$ cat config.mk
export PLATFORM = sky130hd
export DESIGN_NAME = abelian_pattern_occurrence_check_core
export DESIGN_NICKNAME = d
export VERILOG_FILES = /design/src/apoc_pkg.sv /design/src/abelian_pattern_occurrence_check_core.sv
export VERILOG_INCLUDE_DIRS = /design/src /design/src/src
export SDC_FILE = /design/constraint.sdc
export NUM_CORES = 1
export LEC_CHECK = 0
export BUFFER_PORTS_ARGS = -buffer_cell sky130_fd_sc_hd__buf_2
export CAP_MARGIN = 20
export CORE_UTILIZATION = 30
export CTS_BUF_LIST = sky130_fd_sc_hd__clkbuf_4
export CTS_CLUSTER_SIZE = 12
export DETAILED_ROUTE_END_ITERATION = 16
export SLEW_MARGIN = 20
export SYNTH_ARGS = -nofsm -noshare
export SYNTH_HDL_FRONTEND = slang
export SYNTH_SLANG_ARGS = --single-unit
$ cat constraint.sdc
create_clock -name clk -period 4.9 [get_ports clk]
set_clock_uncertainty 0.15 [all_clocks]
set_input_delay 0.735 -clock clk [delete_from_list [all_inputs] [get_ports clk]]
set_output_delay 0.735 -clock clk [all_outputs]
set_load 0.005 [all_outputs]
$ cat src/abelian_pattern_occurrence_check_core_assert.svh
// Assertion macros for the abelian pattern occurrence check core.
`ifndef ABELIAN_PATTERN_OCCURRENCE_CHECK_CORE_ASSERT_SVH
`define ABELIAN_PATTERN_OCCURRENCE_CHECK_CORE_ASSERT_SVH
`ifndef NO_ASSERTIONS
// Condition that holds at every clock edge out of reset.
`define APOC_ASSERT(lbl, expr) \
  lbl: assert property (@(posedge clk) disable iff (!rst_n) (expr)) \
    else $error("assertion failed");
// Condition that holds in the cycle after the antecedent.
`define APOC_ASSERT_NEXT(lbl, ante, cons) \
  lbl: assert property (@(posedge clk) disable iff (!rst_n) (ante) |=> (cons)) \
    else $error("assertion failed");
`else
`define APOC_ASSERT(lbl, expr)
`define APOC_ASSERT_NEXT(lbl, ante, cons)
`endif
`endif

$ cat src/apoc_pkg.sv
// Shared constants and types of the abelian pattern occurrence check core.
`default_nettype none
package apoc_pkg;
  localparam int WORD_DEPTH    = 64;
  localparam int PATTERN_DEPTH = 16;
  localparam int WAW = $clog2(WORD_DEPTH);
  localparam int WCW = WAW + 1;
  localparam int PAW = (PATTERN_DEPTH > 1) ? $clog2(PATTERN_DEPTH) : 1;
  localparam int PCW = $clog2(PATTERN_DEPTH + 1);
  localparam int PDW = WCW + 1;
  // a compared pair needs two pattern letters, so a block is at most half the word
  localparam int TAKEN_DEPTH = WORD_DEPTH / 2;
  localparam int TAW = (TAKEN_DEPTH > 1) ? $clog2(TAKEN_DEPTH) : 1;

  localparam logic MODE_WORD    = 1'b0;
  localparam logic MODE_PATTERN = 1'b1;

  typedef enum logic [3:0] {
    ST_IDLE,
    ST_DCHK,
    ST_SCHK,
    ST_JCHK,
    ST_KRD,
    ST_KCMP,
    ST_ICHK,
    ST_MRD,
    ST_MCMP,
    ST_DONE
  } state_t;
endpackage
`default_nettype wire

$ cat src/abelian_pattern_occurrence_check_core.sv
// Top level of the abelian pattern occurrence check core.
//
// Input stream: one character per request. in_tuser selects pattern (1) or
// word (0), in_tlast marks the last character of a pattern or word. A
// pattern is kept until the next one is loaded. The last character of a
// word starts a search, and the block then sends one request on the output
// stream: tdata[0] = found, tdata[1] = overflow (a store dropped characters).
// Characters load at one per cycle while the block is idle. The search is a
// sequencer over block lengths, start positions, pattern pairs and block
// characters; each character comparison reads both word blocks through the
// two read ports of the word memory, in a read state and then a compare
// state. No input is taken during a search.
// Reset empties both stores and closes any open load; no clearing pass.
// When the receiver stalls, the result waits in the output register; the
// block keeps loading characters and only holds a later finished search.
`default_nettype none
`include "abelian_pattern_occurrence_check_core_assert.svh"
module abelian_pattern_occurrence_check_core (
  input  wire logic       clk,
  input  wire logic       rst_n,
  input  wire logic       in_tvalid,
  output logic            in_tready,
  input  wire logic [7:0] in_tdata,   // [7:0] symbol
  input  wire logic       in_tuser,   // [0] mode
  input  wire logic       in_tlast,
  output logic            out_tvalid,
  input  wire logic       out_tready,
  output logic [7:0]      out_tdata   // [0] found, [1] overflow, [7:2] zero
);
  localparam int WAW = apoc_pkg::WAW;
  localparam int WCW = apoc_pkg::WCW;
  localparam int PAW = apoc_pkg::PAW;
  localparam int PCW = apoc_pkg::PCW;
  localparam int PDW = apoc_pkg::PDW;
  localparam int TAW = apoc_pkg::TAW;

  logic [7:0] word_mem [apoc_pkg::WORD_DEPTH];
  logic [7:0] pat_mem  [apoc_pkg::PATTERN_DEPTH];
  logic [7:0] wqa_r, wqb_r, pqj_r, pqk_r;

  apoc_pkg::state_t state_r, state_nxt;
  logic [WCW-1:0] wcnt_r, wcnt_nxt;
  logic [PCW-1:0] pcnt_r, pcnt_nxt;
  logic           wopen_r, wopen_nxt, popen_r, popen_nxt;
  logic           wovf_r, wovf_nxt, povf_r, povf_nxt;
  logic [WCW-1:0] d_r, d_nxt, s_r, s_nxt, aj_r, aj_nxt, bk_r, bk_nxt;
  logic [WCW-1:0] i_r, i_nxt, jj_r, jj_nxt;
  logic [PDW-1:0] pd_r, pd_nxt;
  logic [PCW-1:0] j_r, j_nxt, k_r, k_nxt;
  logic [apoc_pkg::TAKEN_DEPTH-1:0] taken_r, taken_nxt;
  logic           found_r, found_nxt;
  logic           ovalid_r, ovalid_nxt;
  logic [1:0]     odata_r, odata_nxt;

  logic           in_acc;
  logic           word_end;
  logic           w_we, p_we;
  logic [WAW-1:0] w_wa;
  logic [PAW-1:0] p_wa;
  logic [WCW-1:0] wra_sum, wrb_sum;
  logic [WCW-1:0] wcnt_eff;
  logic [PCW-1:0] pcnt_eff;

  assign in_tready  = (state_r == apoc_pkg::ST_IDLE);
  assign in_acc     = in_tvalid && in_tready;
  assign word_end   = in_acc && (in_tuser == apoc_pkg::MODE_WORD) && in_tlast;
  assign out_tvalid = ovalid_r;
  assign out_tdata  = {6'd0, odata_r};
  assign wra_sum    = aj_r + i_r;
  assign wrb_sum    = bk_r + jj_r;
  assign wcnt_eff   = wopen_r ? wcnt_r : '0;
  assign pcnt_eff   = popen_r ? pcnt_r : '0;

  always_ff @(posedge clk) begin
    if (w_we) begin
      word_mem[w_wa] <= in_tdata;
    end
    if (p_we) begin
      pat_mem[p_wa] <= in_tdata;
    end
    wqa_r <= word_mem[wra_sum[WAW-1:0]];
    wqb_r <= word_mem[wrb_sum[WAW-1:0]];
    pqj_r <= pat_mem[j_r[PAW-1:0]];
    pqk_r <= pat_mem[k_r[PAW-1:0]];
  end

  always_ff @(posedge clk) begin
    if (!rst_n) begin
      state_r  <= apoc_pkg::ST_IDLE;
      wcnt_r   <= '0;
      pcnt_r   <= '0;
      wopen_r  <= 1'b0;
      popen_r  <= 1'b0;
      wovf_r   <= 1'b0;
      povf_r   <= 1'b0;
      ovalid_r <= 1'b0;
    end else begin
      state_r  <= state_nxt;
      wcnt_r   <= wcnt_nxt;
      pcnt_r   <= pcnt_nxt;
      wopen_r  <= wopen_nxt;
      popen_r  <= popen_nxt;
      wovf_r   <= wovf_nxt;
      povf_r   <= povf_nxt;
      ovalid_r <= ovalid_nxt;
    end
    d_r     <= d_nxt;
    pd_r    <= pd_nxt;
    s_r     <= s_nxt;
    j_r     <= j_nxt;
    k_r     <= k_nxt;
    aj_r    <= aj_nxt;
    bk_r    <= bk_nxt;
    i_r     <= i_nxt;
    jj_r    <= jj_nxt;
    taken_r <= taken_nxt;
    found_r <= found_nxt;
    odata_r <= odata_nxt;
  end

  always_comb begin
    state_nxt  = state_r;
    wcnt_nxt   = wcnt_r;
    pcnt_nxt   = pcnt_r;
    wopen_nxt  = wopen_r;
    popen_nxt  = popen_r;
    wovf_nxt   = wovf_r;
    povf_nxt   = povf_r;
    d_nxt      = d_r;
    pd_nxt     = pd_r;
    s_nxt      = s_r;
    j_nxt      = j_r;
    k_nxt      = k_r;
    aj_nxt     = aj_r;
    bk_nxt     = bk_r;
    i_nxt      = i_r;
    jj_nxt     = jj_r;
    taken_nxt  = taken_r;
    found_nxt  = found_r;
    ovalid_nxt = ovalid_r && !out_tready;
    odata_nxt  = odata_r;
    w_we       = 1'b0;
    p_we       = 1'b0;
    w_wa       = wcnt_eff[WAW-1:0];
    p_wa       = pcnt_eff[PAW-1:0];
    case (state_r)
      apoc_pkg::ST_IDLE: begin
        if (in_acc && in_tuser == apoc_pkg::MODE_PATTERN) begin
          povf_nxt = popen_r ? povf_r : 1'b0;
          pcnt_nxt = pcnt_eff;
          if (pcnt_eff < PCW'(apoc_pkg::PATTERN_DEPTH)) begin
            p_we     = 1'b1;
            pcnt_nxt = pcnt_eff + PCW'(1);
          end else begin
            povf_nxt = 1'b1;
          end
          popen_nxt = !in_tlast;
        end else if (in_acc) begin
          wovf_nxt = wopen_r ? wovf_r : 1'b0;
          wcnt_nxt = wcnt_eff;
          if (wcnt_eff < WCW'(apoc_pkg::WORD_DEPTH)) begin
            w_we     = 1'b1;
            wcnt_nxt = wcnt_eff + WCW'(1);
          end else begin
            wovf_nxt = 1'b1;
          end
          wopen_nxt = !in_tlast;
          if (in_tlast) begin
            // start the search with block length one
            d_nxt     = WCW'(1);
            pd_nxt    = PDW'(pcnt_r);
            found_nxt = 1'b1;
            state_nxt = (pcnt_r == '0) ? apoc_pkg::ST_DONE : apoc_pkg::ST_DCHK;
          end
        end
      end
      apoc_pkg::ST_DCHK: begin
        if (pd_r > PDW'(wcnt_r)) begin
          found_nxt = 1'b0;
          state_nxt = apoc_pkg::ST_DONE;
        end else begin
          s_nxt     = '0;
          state_nxt = apoc_pkg::ST_SCHK;
        end
      end
      apoc_pkg::ST_SCHK: begin
        if ((PDW'(s_r) + pd_r) > PDW'(wcnt_r)) begin
          d_nxt     = d_r + WCW'(1);
          pd_nxt    = pd_r + PDW'(pcnt_r);
          state_nxt = apoc_pkg::ST_DCHK;
        end else begin
          j_nxt     = '0;
          aj_nxt    = s_r;
          state_nxt = apoc_pkg::ST_JCHK;
        end
      end
      apoc_pkg::ST_JCHK: begin
        if (j_r >= pcnt_r) begin
          found_nxt = 1'b1;
          state_nxt = apoc_pkg::ST_DONE;
        end else begin
          k_nxt     = j_r + PCW'(1);
          bk_nxt    = aj_r + d_r;
          state_nxt = apoc_pkg::ST_KRD;
        end
      end
      apoc_pkg::ST_KRD: begin
        if (k_r >= pcnt_r) begin
          j_nxt     = j_r + PCW'(1);
          aj_nxt    = aj_r + d_r;
          state_nxt = apoc_pkg::ST_JCHK;
        end else begin
          state_nxt = apoc_pkg::ST_KCMP;
        end
      end
      apoc_pkg::ST_KCMP: begin
        if (pqj_r == pqk_r) begin
          taken_nxt = '0;
          i_nxt     = '0;
          state_nxt = apoc_pkg::ST_ICHK;
        end else begin
          k_nxt     = k_r + PCW'(1);
          bk_nxt    = bk_r + d_r;
          state_nxt = apoc_pkg::ST_KRD;
        end
      end
      apoc_pkg::ST_ICHK: begin
        if (i_r >= d_r) begin
          // blocks are permutations: move to the next pair
          k_nxt     = k_r + PCW'(1);
          bk_nxt    = bk_r + d_r;
          state_nxt = apoc_pkg::ST_KRD;
        end else begin
          jj_nxt    = '0;
          state_nxt = apoc_pkg::ST_MRD;
        end
      end
      apoc_pkg::ST_MRD: begin
        if (jj_r >= d_r) begin
          // no partner for this character: drop this start position
          s_nxt     = s_r + WCW'(1);
          state_nxt = apoc_pkg::ST_SCHK;
        end else begin
          state_nxt = apoc_pkg::ST_MCMP;
        end
      end
      apoc_pkg::ST_MCMP: begin
        if (!taken_r[jj_r[TAW-1:0]] && wqa_r == wqb_r) begin
          taken_nxt[jj_r[TAW-1:0]] = 1'b1;
          i_nxt     = i_r + WCW'(1);
          state_nxt = apoc_pkg::ST_ICHK;
        end else begin
          jj_nxt    = jj_r + WCW'(1);
          state_nxt = apoc_pkg::ST_MRD;
        end
      end
      apoc_pkg::ST_DONE: begin
        if (!ovalid_r || out_tready) begin
          ovalid_nxt = 1'b1;
          odata_nxt  = {wovf_r | povf_r, found_r};
          state_nxt  = apoc_pkg::ST_IDLE;
        end
      end
      default: begin
        state_nxt = apoc_pkg::ST_IDLE;
      end
    endcase
  end

  `APOC_ASSERT(a_wcnt_bound, wcnt_r <= WCW'(apoc_pkg::WORD_DEPTH))
  `APOC_ASSERT(a_pcnt_bound, pcnt_r <= PCW'(apoc_pkg::PATTERN_DEPTH))
  `APOC_ASSERT(a_jj_bound, (state_r != apoc_pkg::ST_MCMP) || (jj_r < d_r))
  `APOC_ASSERT_NEXT(a_search_starts, word_end, state_r != apoc_pkg::ST_IDLE)
endmodule
`default_nettype wire
==> results of run 1 <==
-- sequential cells by signal (all words and copies together) (netlist names), 8 cells and up --
name      cells
taken_r      32
pqj_r         8
pqk_r         8
word_mem    512
pd_r          8
pat_mem     128
wqa_r         8
wqb_r         8
-- worst max path at each step --
| stage | endpoint | slack, ns | cells after the start |
|---|---|---|---|
| floorplan | d_r[0]$_SDFFCE_PN1P_ | 0.23 | 13 |
| global placement | aj_r[4]$_DFFE_PP_ | 0.81 | 13 |
| detailed placement | aj_r[4]$_DFFE_PP_ | 0.84 | 13 |
| CTS | aj_r[1]$_DFFE_PP_ | 0.82 | 13 |
| global route | aj_r[1]$_DFFE_PP_ | 0.62 | 13 |
| finish | aj_r[2]$_DFFE_PP_ | 0.89 | 13 |
-- layer usage --
metal  up-vias  share of wire (%)  track usage, %
met5         -             0.0081               0
met4         2                3.0           5.492
met3       180                6.7           3.429
met2       799                 49           24.80
met1     11510                 41           19.24
li1       9877                  -               -
-- cell usage after synthesis (3+ instances only) --
cell	instances	area [µm²]
o21a_1	4	30.03
fa_1	6	120.1
nand2b_1	10	62.56
and2_1	19	118.9
ha_1	84	1051
o21ai_1	4	20.02
mux2i_1	130	1301
a21boi_0	5	37.54
a32oi_1	14	122.6
buf_1	13	48.80
nand3_1	64	320.3
clkbuf_1	53	198.9
nor2_1	163	611.8
and3b_1	3	26.28
nand4_1	10	62.56
o21bai_1	5	37.54
buf_4	25	187.7
xor2_1	23	201.4
buf_2	44	220.2
nor2b_1	24	150.1
and3_1	9	56.30
mux4_2	346	7792
nor3_1	11	55.05
or3_1	5	31.28
a31oi_1	32	200.2
dfxtp_1	53	1061
nand3_2	3	30.03
buf_6	8	90.09
a21o_1	16	120.1
a211oi_1	13	97.59
nor4_1	5	31.28
edfxtp_1	733	22010
xnor2_1	45	394.1
a21oi_1	76	380.4
nand2_1	138	518.0
mux2_2	8	90.09
buf_8	4	60.06
o21ai_0	42	210.2
inv_1	41	153.9
-- area by class of cell --
cell class,count,area share [%]
timing repair buffer,91,1.948
inverter,41,0.3519
sequential,786,52.75
clock buffer,292,5.012
tap,1729,4.946
multi-input combinational,1375,34.16
antenna,5,0.02861
clock inverter,55,0.8010
-- cell families after synthesis --
logic type | after synthesis
compound gates | 236
xor+xnor | 73
fa+ha+maj | 90
buf+inv | 188
flops | 786
mux | 485
other cells | 1
simple gates | 485
-- tightest hold or removal path, cell delays in order --
cell and delay, ns:
buf_2 0.11, nand3_1 0.23, a22oi_1 0.13, nor2b_1 0.10
-- metrics by stage --
stage / cells / instance area [µm²] / hold slack (ns)
after floorplan: 2349 / 38870 / 0.2503
after global placement: 4013 / 41090 / 0.2642
after detailed placement: 4014 / 41100 / 0.2572
after CTS: 4369 / 43730 / 0.002155
after global routing: 4374 / 43740 / 0.06566
final: 4374 / 43740 / 0.1325
-- where the power goes --
part | switching [mW] | internal (mW) | total (mW)
Sequential | 0.409 | 7.81 | 8.22
Combinational | 5.90 | 4.59 | 10.5
Clock | 2.75 | 2.81 | 5.57
==> results.py, run 1 <==
metrics = {
    "outcome": {
        "status": "finished, final reports clean",
    },
    "setup_path": {
        "endpoint_kind": "register",
        "crit_top_cell": "a21oi_1",
        "critPathMaxFanout": 7,
        "slowest_delay_ns": 0.47,
        "r2r-end": "aj_r[2]$_DFFE_PP_",
        "cp_cell_sequence": "ha_1, fa_1, a21o_1, a21oi_1, o21bai_1, a21oi_1, xnor2_1, ha_1, a21oi_1, a21oi_1, a211oi_1, o21bai_1, buf_6",
        "critPathArrivalTime_ns": 4.60,
        "rrSetupSlack_ns": 0.89,
        "crit_path_start_kind": "register",
        "critPathTopFamily": "compound AO/OA/AOI/OAI gates",
        "regToRegStartpoint": "s_r[0]$_SDFFCE_PN0P_",
        "path_class": "register to register",
        "critical_path_buf_inv_count": 1,
        "reg2regPathDepth": 13,
        "slowest_stage": "edfxtp_1",
        "cp-startpoint": "s_r[0]$_SDFFCE_PN0P_",
        "cp_data_required_time_ns": 5.49,
    },
    "synth": {
        "synth_area_per_cell_um2": 16.58,
        "yosys_register_bits": 786,
        "synth_top_family_by_area": "multiplexers",
        "synth_xor_area_share_pct": 1.800,
        "netlist_area_um2": 38860,
        "ys.flop_type": "edfxtp_1",
        "async_reset_ff_share_pct": 0,
        "synth_seq_area_share_pct": 59.38,
        "synth_mux_area_share_pct": 23.66,
        "synth-edff-count": 733,
        "synthSimpleGateAreaFrac_pct": 5.806,
        "synth_warnings": 0,
        "synth_cell_type_count": 76,
        "synthAdderAreaFrac_pct": 3.014,
        "netlist_instances": 2344,
        "synth_compound_area_share_pct": 3.858,
    },
    "routing": {
        "wl_per_cell_um": 22.46,
        "drc": 0,
        "vias_per_cell": 5.114,
        "wl_um": 98230,
        "ant_nets": 0,
        "via_count": 22368,
        "drt-initial-drc-count": 1895,
        "first_pass_iters": 5,
    },
    "finish": {
        "multi_input_area_um2": 14940,
        "drive_gt1_share_pct": 29.70,
        "nNetsFinal": 2598,
        "final_common_cell": "edfxtp_1",
        "areaGrowthSynthToFinish_pct": 12.56,
        "fin_util_pct": 34.17,
        "final_cell_mix": "733 x edfxtp_1, 346 x mux4_2, 292 x clkbuf_4",
        "nFillCells": 12285,
        "regArea_um2": 23070,
    },
    "timing": {
        "finalHoldViolCount": 0,
        "fin_crit_sh_pct": 81.93,
        "max_freq_mhz": 249.1,
        "finalSetupTns_ns": 0,
        "setup_viol": 0,
        "rsz0062_at_grt": "false",
        "layout_setup_ws_ns": 0.8856,
        "fin_crit_ns": 4.014,
        "slew_violations": 0,
        "timing.slew.headroom_pct": 25.82,
        "tightest_slew_ns": 1.107,
    },
    "flow_run": {
        "cap_violations": 0,
    },
    "pwr": {
        "p_per_area_nw_per_um2": 555.0,
        "power_mw": 24.27,
        "vdd_drop_max_mv": 0.4506,
        "power_leakage_nw": 14.42,
    },
    "global_routing": {
        "grt_pass1_vias": 23032,
        "grt_pass1_wl_um": 147200,
        "grt_max_degree": 58,
        "gr-total-overflow": 0,
        "groute.usage.overall_pct": 15.02,
        "antenna_found_initial": 3,
    },
    "place": {
        "dp_hpwl_um": 63880,
        "gp_congestion": 0.8460,
        "dp_worst_setup_slack_ns": 0.8433,
        "portBuffers": 17,
    },
    "clock_tree": {
        "numCtsBuffers": 199,
        "cts_tree": "built",
        "clock_path_buffers": 3,
        "hold_buffers": 8,
        "cts-root-buf": "clkbuf_4",
        "cts_setup_buffers": 0,
        "post_cts_resized": 0,
        "htree_levels": 4,
        "numClockSinks": 786,
        "clk_pin_slew_worst_paths_ns": 0.06,
        "clk_latency_ns": 1.09,
    },
    "min_path": {
        "hold_path_startpoint": "in_tuser",
        "holdPathStages": 4,
        "holdPathEnd": "pcnt_r[3]$_SDFFE_PN0P_",
        "hold_path.class": "primary input to register",
    },
    "die": {
        "die_area_um2": 131000,
        "pin_count": 24,
        "fp.dieW_um": 361.9,
        "core_region_area_um2": 128000,
        "row_count": 131,
        "die_y_um": 361.9,
        "start_util_pct": 30.35,
    },
}
Power figures use the tool's default switching activity.
==> run 2: changes to the inputs <==
- clock period: 4.9 -> 3.2 ns (I/O delays scaled with it)
==> results.py, run 2 (synthesized netlist as in run 1, its figures left out) <==
metrics = {
    "routing": {
        "vias_per_cell": 5.057,
        "first_pass_iters": 7,
        "drt-initial-drc-count": 2252,
        "wl_per_cell_um": 22.34,
        "drc": 0,
        "wl_um": 103600,
        "ant_nets": 0,
        "via_count": 23451,
    },
    "timing": {
        "finalSetupTns_ns": -6.942,
        "rsz0062_at_grt": "true",
        "fin_crit_ns": 3.501,
        "slew_violations": 0,
        "max_freq_mhz": 285.7,
        "layout_setup_ws_ns": -0.3008,
        "timing.slew.headroom_pct": 39.61,
        "setup_viol": 31,
        "fin_crit_sh_pct": 109.4,
        "finalHoldViolCount": 0,
        "tightest_slew_ns": 0.9014,
        "whs_ns": 0.1600,
    },
    "finish": {
        "top_register": "word_mem",
        "drive_gt1_share_pct": 38.27,
        "largestRegisters": "word_mem (512), pat_mem (128), taken_r (32)",
        "areaGrowthSynthToFinish_pct": 20.57,
        "nNetsFinal": 2862,
        "fin_area_um2": 46850,
        "largest_reg_flops": 512,
        "final_common_cell": "edfxtp_1",
        "final_cell_mix": "733 x edfxtp_1, 346 x mux4_2, 298 x clkbuf_4",
        "stdcell_count": 4637,
        "nFillCells": 12077,
        "fin_util_pct": 36.60,
    },
    "setup_path": {
        "regToRegStartpoint": "pd_r[0]$_DFFE_PP_",
        "slowest_delay_ns": 0.43,
        "critical_path_buf_inv_count": 0,
        "cp_cell_sequence": "ha_2, fa_2, a21o_1, a21oi_2, o21bai_1, a21oi_2, xnor2_1, ha_1, a21oi_2, nand3b_1, a211oi_4, o21bai_4",
        "cp.depth": 12,
        "path_class": "register to register",
        "cp-startpoint": "pd_r[0]$_DFFE_PP_",
        "crit_path_start_kind": "register",
        "crit_top_cell": "a21oi_2",
        "reg2regPathDepth": 12,
        "critPathTopFamily": "compound AO/OA/AOI/OAI gates",
        "critPathCapture": "j_r[3]$_SDFFCE_PN0P_",
        "critPathMaxFanout": 6,
        "endpoint_kind": "register",
        "rrSetupSlack_ns": -0.30,
        "r2r-end": "j_r[3]$_SDFFCE_PN0P_",
        "slowest_stage": "edfxtp_1",
        "critPathArrivalTime_ns": 4.09,
        "cp_data_required_time_ns": 3.79,
    },
    "pwr": {
        "vdd_drop_max_mv": 0.5988,
        "p_clk_share_pct": 21.1,
        "p_int_mw": 26.13,
        "power_leakage_nw": 15.99,
        "switchingPower_mw": 15.39,
        "power_frac_seq_pct": 29.7,
        "p_per_area_nw_per_um2": 886.2,
        "switching_share_pct": 37.07,
        "combPwrFrac_pct": 49.2,
        "power_mw": 41.52,
    },
    "place": {
        "dp_hpwl_um": 68660,
        "dp_worst_setup_slack_ns": -0.6716,
        "gp_congestion": 0.8580,
        "dp.cells": 4219,
        "dpl_cell_area_um2": 42970,
        "portBuffers": 17,
    },
    "die": {
        "start_util_pct": 30.35,
        "core_region_area_um2": 128000,
        "die_area_um2": 131000,
        "fp.dieW_um": 361.9,
        "die_y_um": 361.9,
        "row_count": 131,
        "pin_count": 24,
    },
    "clock_tree": {
        "htree_levels": 4,
        "cts-root-buf": "clkbuf_4",
        "numClockSinks": 786,
        "clock_path_buffers": 3,
        "cts_tree": "built",
        "numCtsBuffers": 201,
        "clk_latency_ns": 1.13,
        "clk_pin_slew_worst_paths_ns": 0.07,
    },
    "global_routing": {
        "grt_pass1_vias": 24157,
        "grt.busiest_layer": "met2",
        "grt_use_met3_pct": 3.025,
        "grtUsageMet2_pct": 24.33,
        "gr-total-overflow": 0,
        "antenna_found_initial": 4,
        "use_met1_pct": 22.50,
        "grt_max_degree": 65,
        "grt_pass1_wl_um": 154200,
        "groute.usage.overall_pct": 15.75,
    },
    "flow_run": {
        "cap_violations": 0,
    },
    "min_path": {
        "hold_path.class": "primary input to register",
    },
    "outcome": {
        "failed_checks": "setup timing",
        "status": "finished, violations left",
    },
}
run 2: changes by cell type in the layout (fill, tap and decap cells not counted), moves of 6 or more:
cell           before  now
mux2i_2             0   24
buf_4              50  244
a32oi_1            14    6
dlygate4sd3_1       8   17
a32oi_2             0    8
buf_6               1   12
clkbuf_4          292  298
buf_12             15   50
mux2i_4             0   11
mux2i_1           130   95
run 2: worst min path at each step:
stage	to	from	depth (start not counted)	slack (ns)
after CTS	out_tvalid$_SDFF_PN0_	out_tready	4	0.08
after detailed placement	povf_r$_SDFFE_PN0P_	povf_r$_SDFFE_PN0P_	2	0.31
after floorplan	odata_r[0]$_DFFE_PP_	found_r$_DFFE_PP_	0	0.25
final	word_mem[2][7]$_DFFE_PP_	in_tdata[7]	2	0.16
after global routing	word_mem[2][7]$_DFFE_PP_	in_tdata[7]	2	0.09
after global placement	povf_r$_SDFFE_PN0P_	povf_r$_SDFFE_PN0P_	2	0.30
run 2: repair_timing:
item	in CTS	in global routing
endpoints found under the hold margin	624	0
pin swaps	9	28
endpoints found under the setup margin	37	60
gates resized for setup	28	88
hold buffers	17	0
cloned	4	3
buffers inserted	19	25
run 2: layout make-up:
| class | count | area, µm² | share of cell area [%] |
|---|---|---|---|
| clock buffer | 298 | 2237 | 4.775 |
| tap | 1729 | 2163 | 4.618 |
| timing repair buffer | 352 | 3483 | 7.435 |
| clock inverter | 53 | 346.6 | 0.7398 |
| inverter | 41 | 153.9 | 0.3285 |
| sequential | 786 | 23070 | 49.25 |
| multi-input combinational | 1376 | 15390 | 32.85 |
| antenna | 2 | 5.005 | 0.01068 |
run 2: per-layer routing:
layer	vias to the layer above	routed length, µm
met2	884	48000
met3	162	6991
met5	-	23
met1	11958	46620
li1	10443	-
met4	4	1940
run 2: power groups by stage:
stage | Combinational (mW) | Sequential, mW | Clock [mW]
floorplan | 11.5 | 12.5 | 0
global placement | 18.0 | 12.6 | 0
detailed placement | 18.1 | 12.6 | 0
CTS | 19.4 | 12.3 | 9.02
global route | 21.6 | 12.4 | 9.50
finish | 20.4 | 12.3 | 8.74
==> run 3: changes to the inputs <==
- CORE_MARGIN: unset -> 2
- CTS_BUF_LIST: sky130_fd_sc_hd__clkbuf_4 -> sky130_fd_sc_hd__clkbuf_8
==> results.py, run 3 (synthesized netlist as in run 1, its figures left out) <==
metrics = {
    "place": {
        "dp_hpwl_um": 68700,
        "dpl_cell_area_um2": 43020,
        "portBuffers": 17,
        "dp.cells": 4236,
        "gp_congestion": 0.8507,
    },
    "clock_tree": {
        "htree_levels": 4,
        "cts-root-buf": "clkbuf_8",
        "numClockSinks": 786,
        "numCtsBuffers": 137,
        "clk_pin_slew_worst_paths_ns": 0.06,
        "clock_path_buffers": 3,
        "cts_tree": "built",
        "clk_latency_ns": 0.80,
    },
    "global_routing": {
        "gr-total-overflow": 0,
        "grt_max_degree": 81,
        "grtUsageMet2_pct": 25.30,
        "grt_pass1_vias": 23545,
        "grt_pass1_wl_um": 152500,
        "use_met1_pct": 20.72,
        "grt_use_met3_pct": 3.064,
        "antenna_found_initial": 1,
        "grt.busiest_layer": "met2",
        "groute.usage.overall_pct": 15.51,
    },
    "routing": {
        "vias_per_cell": 5.143,
        "ant_nets": 0,
        "wl_um": 104300,
        "wl_per_cell_um": 22.94,
        "drt-initial-drc-count": 2276,
        "first_pass_iters": 7,
        "drc": 0,
        "via_count": 23382,
    },
    "setup_path": {
        "reg2regPathDepth": 15,
        "critPathMaxFanout": 8,
        "cp_data_required_time_ns": 3.55,
        "critPathArrivalTime_ns": 3.79,
        "regToRegStartpoint": "pd_r[0]$_DFFE_PP_",
        "slowest_stage": "edfxtp_1",
        "endpoint_kind": "register",
        "crit_top_cell": "a21oi_2",
        "path_class": "register to register",
        "slowest_delay_ns": 0.40,
        "cp_cell_sequence": "ha_2, fa_2, a21o_1, a21oi_2, o21bai_1, a21oi_1, xnor2_1, ha_1, nand3_2, nor2_2, a21oi_2, a211oi_2, buf_4, nor4b_4, buf_6",
        "crit_path_start_kind": "register",
        "r2r-end": "pd_r[2]$_DFFE_PP_",
        "critPathTopFamily": "adder cells",
        "critical_path_buf_inv_count": 2,
        "rrSetupSlack_ns": -0.24,
    },
    "finish": {
        "largestRegisters": "word_mem (512), pat_mem (128), taken_r (32)",
        "largest_reg_flops": 512,
        "top_register": "word_mem",
        "final_common_cell": "edfxtp_1",
        "stdcell_count": 4546,
        "fin_area_um2": 46770,
        "final_cell_mix": "733 x edfxtp_1, 346 x mux4_2, 262 x buf_4",
        "areaGrowthSynthToFinish_pct": 20.37,
        "nNetsFinal": 2797,
        "drive_gt1_share_pct": 35.08,
    },
    "timing": {
        "fin_crit_ns": 3.438,
        "setup_viol": 34,
        "layout_setup_ws_ns": -0.2376,
        "slew_violations": 0,
        "finalHoldViolCount": 0,
        "whs_ns": 0.1088,
        "rsz0062_at_grt": "true",
        "max_freq_mhz": 290.9,
        "fin_crit_sh_pct": 107.4,
        "tightest_slew_ns": 1.141,
        "timing.slew.headroom_pct": 23.54,
        "finalSetupTns_ns": -5.280,
    },
    "pwr": {
        "power_leakage_nw": 15.94,
        "p_per_area_nw_per_um2": 899.6,
        "power_mw": 42.08,
        "vdd_drop_max_mv": 0.5773,
    },
    "outcome": {
        "failed_checks": "setup timing",
        "status": "finished, violations left",
    },
    "die": {
        "fp.dieW_um": 363.9,
        "die_area_um2": 132400,
        "core_region_area_um2": 129000,
        "start_util_pct": 30.12,
        "pin_count": 24,
        "row_count": 132,
        "die_y_um": 363.9,
    },
    "flow_run": {
        "cap_violations": 0,
    },
    "min_path": {
        "holdPathEnd": "pcnt_r[4]$_SDFFE_PN0P_",
        "hold_path.class": "primary input to register",
        "hold_path_startpoint": "in_tvalid",
        "holdPathStages": 4,
    },
}
-- run 3: worst max-delay path by stage --
| stage | from | to | depth (start not counted) |
|---|---|---|---|
| 6_report | pd_r[0]$_DFFE_PP_ | pd_r[2]$_DFFE_PP_ | 15 |
| 5_1_grt | pd_r[0]$_DFFE_PP_ | pd_r[2]$_DFFE_PP_ | 15 |
| 4_1_cts | pd_r[0]$_DFFE_PP_ | pd_r[2]$_DFFE_PP_ | 15 |
| 3_5_place_dp | pd_r[0]$_DFFE_PP_ | pd_r[5]$_SDFFCE_PN0P_ | 15 |
| 3_3_place_gp | s_r[1]$_SDFFCE_PN0P_ | pd_r[6]$_SDFFCE_PN0P_ | 15 |
| 2_1_floorplan | s_r[0]$_SDFFCE_PN0P_ | d_r[0]$_SDFFCE_PN1P_ | 13 |
-- run 3: what timing repair did --
action                                  4_1_cts  5_1_grt
cloned                                        3        4
hold buffers                                  6        0
buffers inserted                             14       38
pin swaps                                     6       36
resized for setup                            44       64
endpoints found under the setup margin       34       67
hold endpoints to repair                     35        0
-- run 3: worst min-delay path, delay by kind of cell --
kind / cells / cell delay, ns
simple gates: 2 / 0.32
buf+inv: 1 / 0.14
compound gates: 1 / 0.06
-- run 3: layer usage --
layer	part of all wire (%)	vias up
met1	42	12167
met5	0	-
met2	48	872
met4	2.7	0
li1	-	10177
met3	6.6	166
-- run 3: cell type report --
class | count | area [µm²]
Antenna cell | 2 | 5.005
Inverter | 41 | 153.9
Multi-Input combinational cell | 1376 | 15410
Fill cell | 12129 | 82220
Timing Repair Buffer | 351 | 3406
Sequential cell | 786 | 23070
Tap cell | 1742 | 2180
Clock buffer | 147 | 2023
Clock inverter | 101 | 525.5
-- run 3: per-stage QoR --
step,setup slack [ns],util (%)
5_1_grt,-0.3899,36.26
4_1_cts,-0.1635,35.71
3_5_place_dp,-0.2377,33.35
6_report,-0.2376,36.26
3_3_place_gp,-0.2745,33.35
2_1_floorplan,-0.2859,-
-- run 3: power by group --
group	total [mW]	switching (mW)	internal, mW	leakage [nW]
combinational	21.0	10.7	10.3	7.39
clock	8.70	4.27	4.44	1.48
sequential	12.4	0.393	12.0	7.06
total	42.1	15.4	26.7	15.9
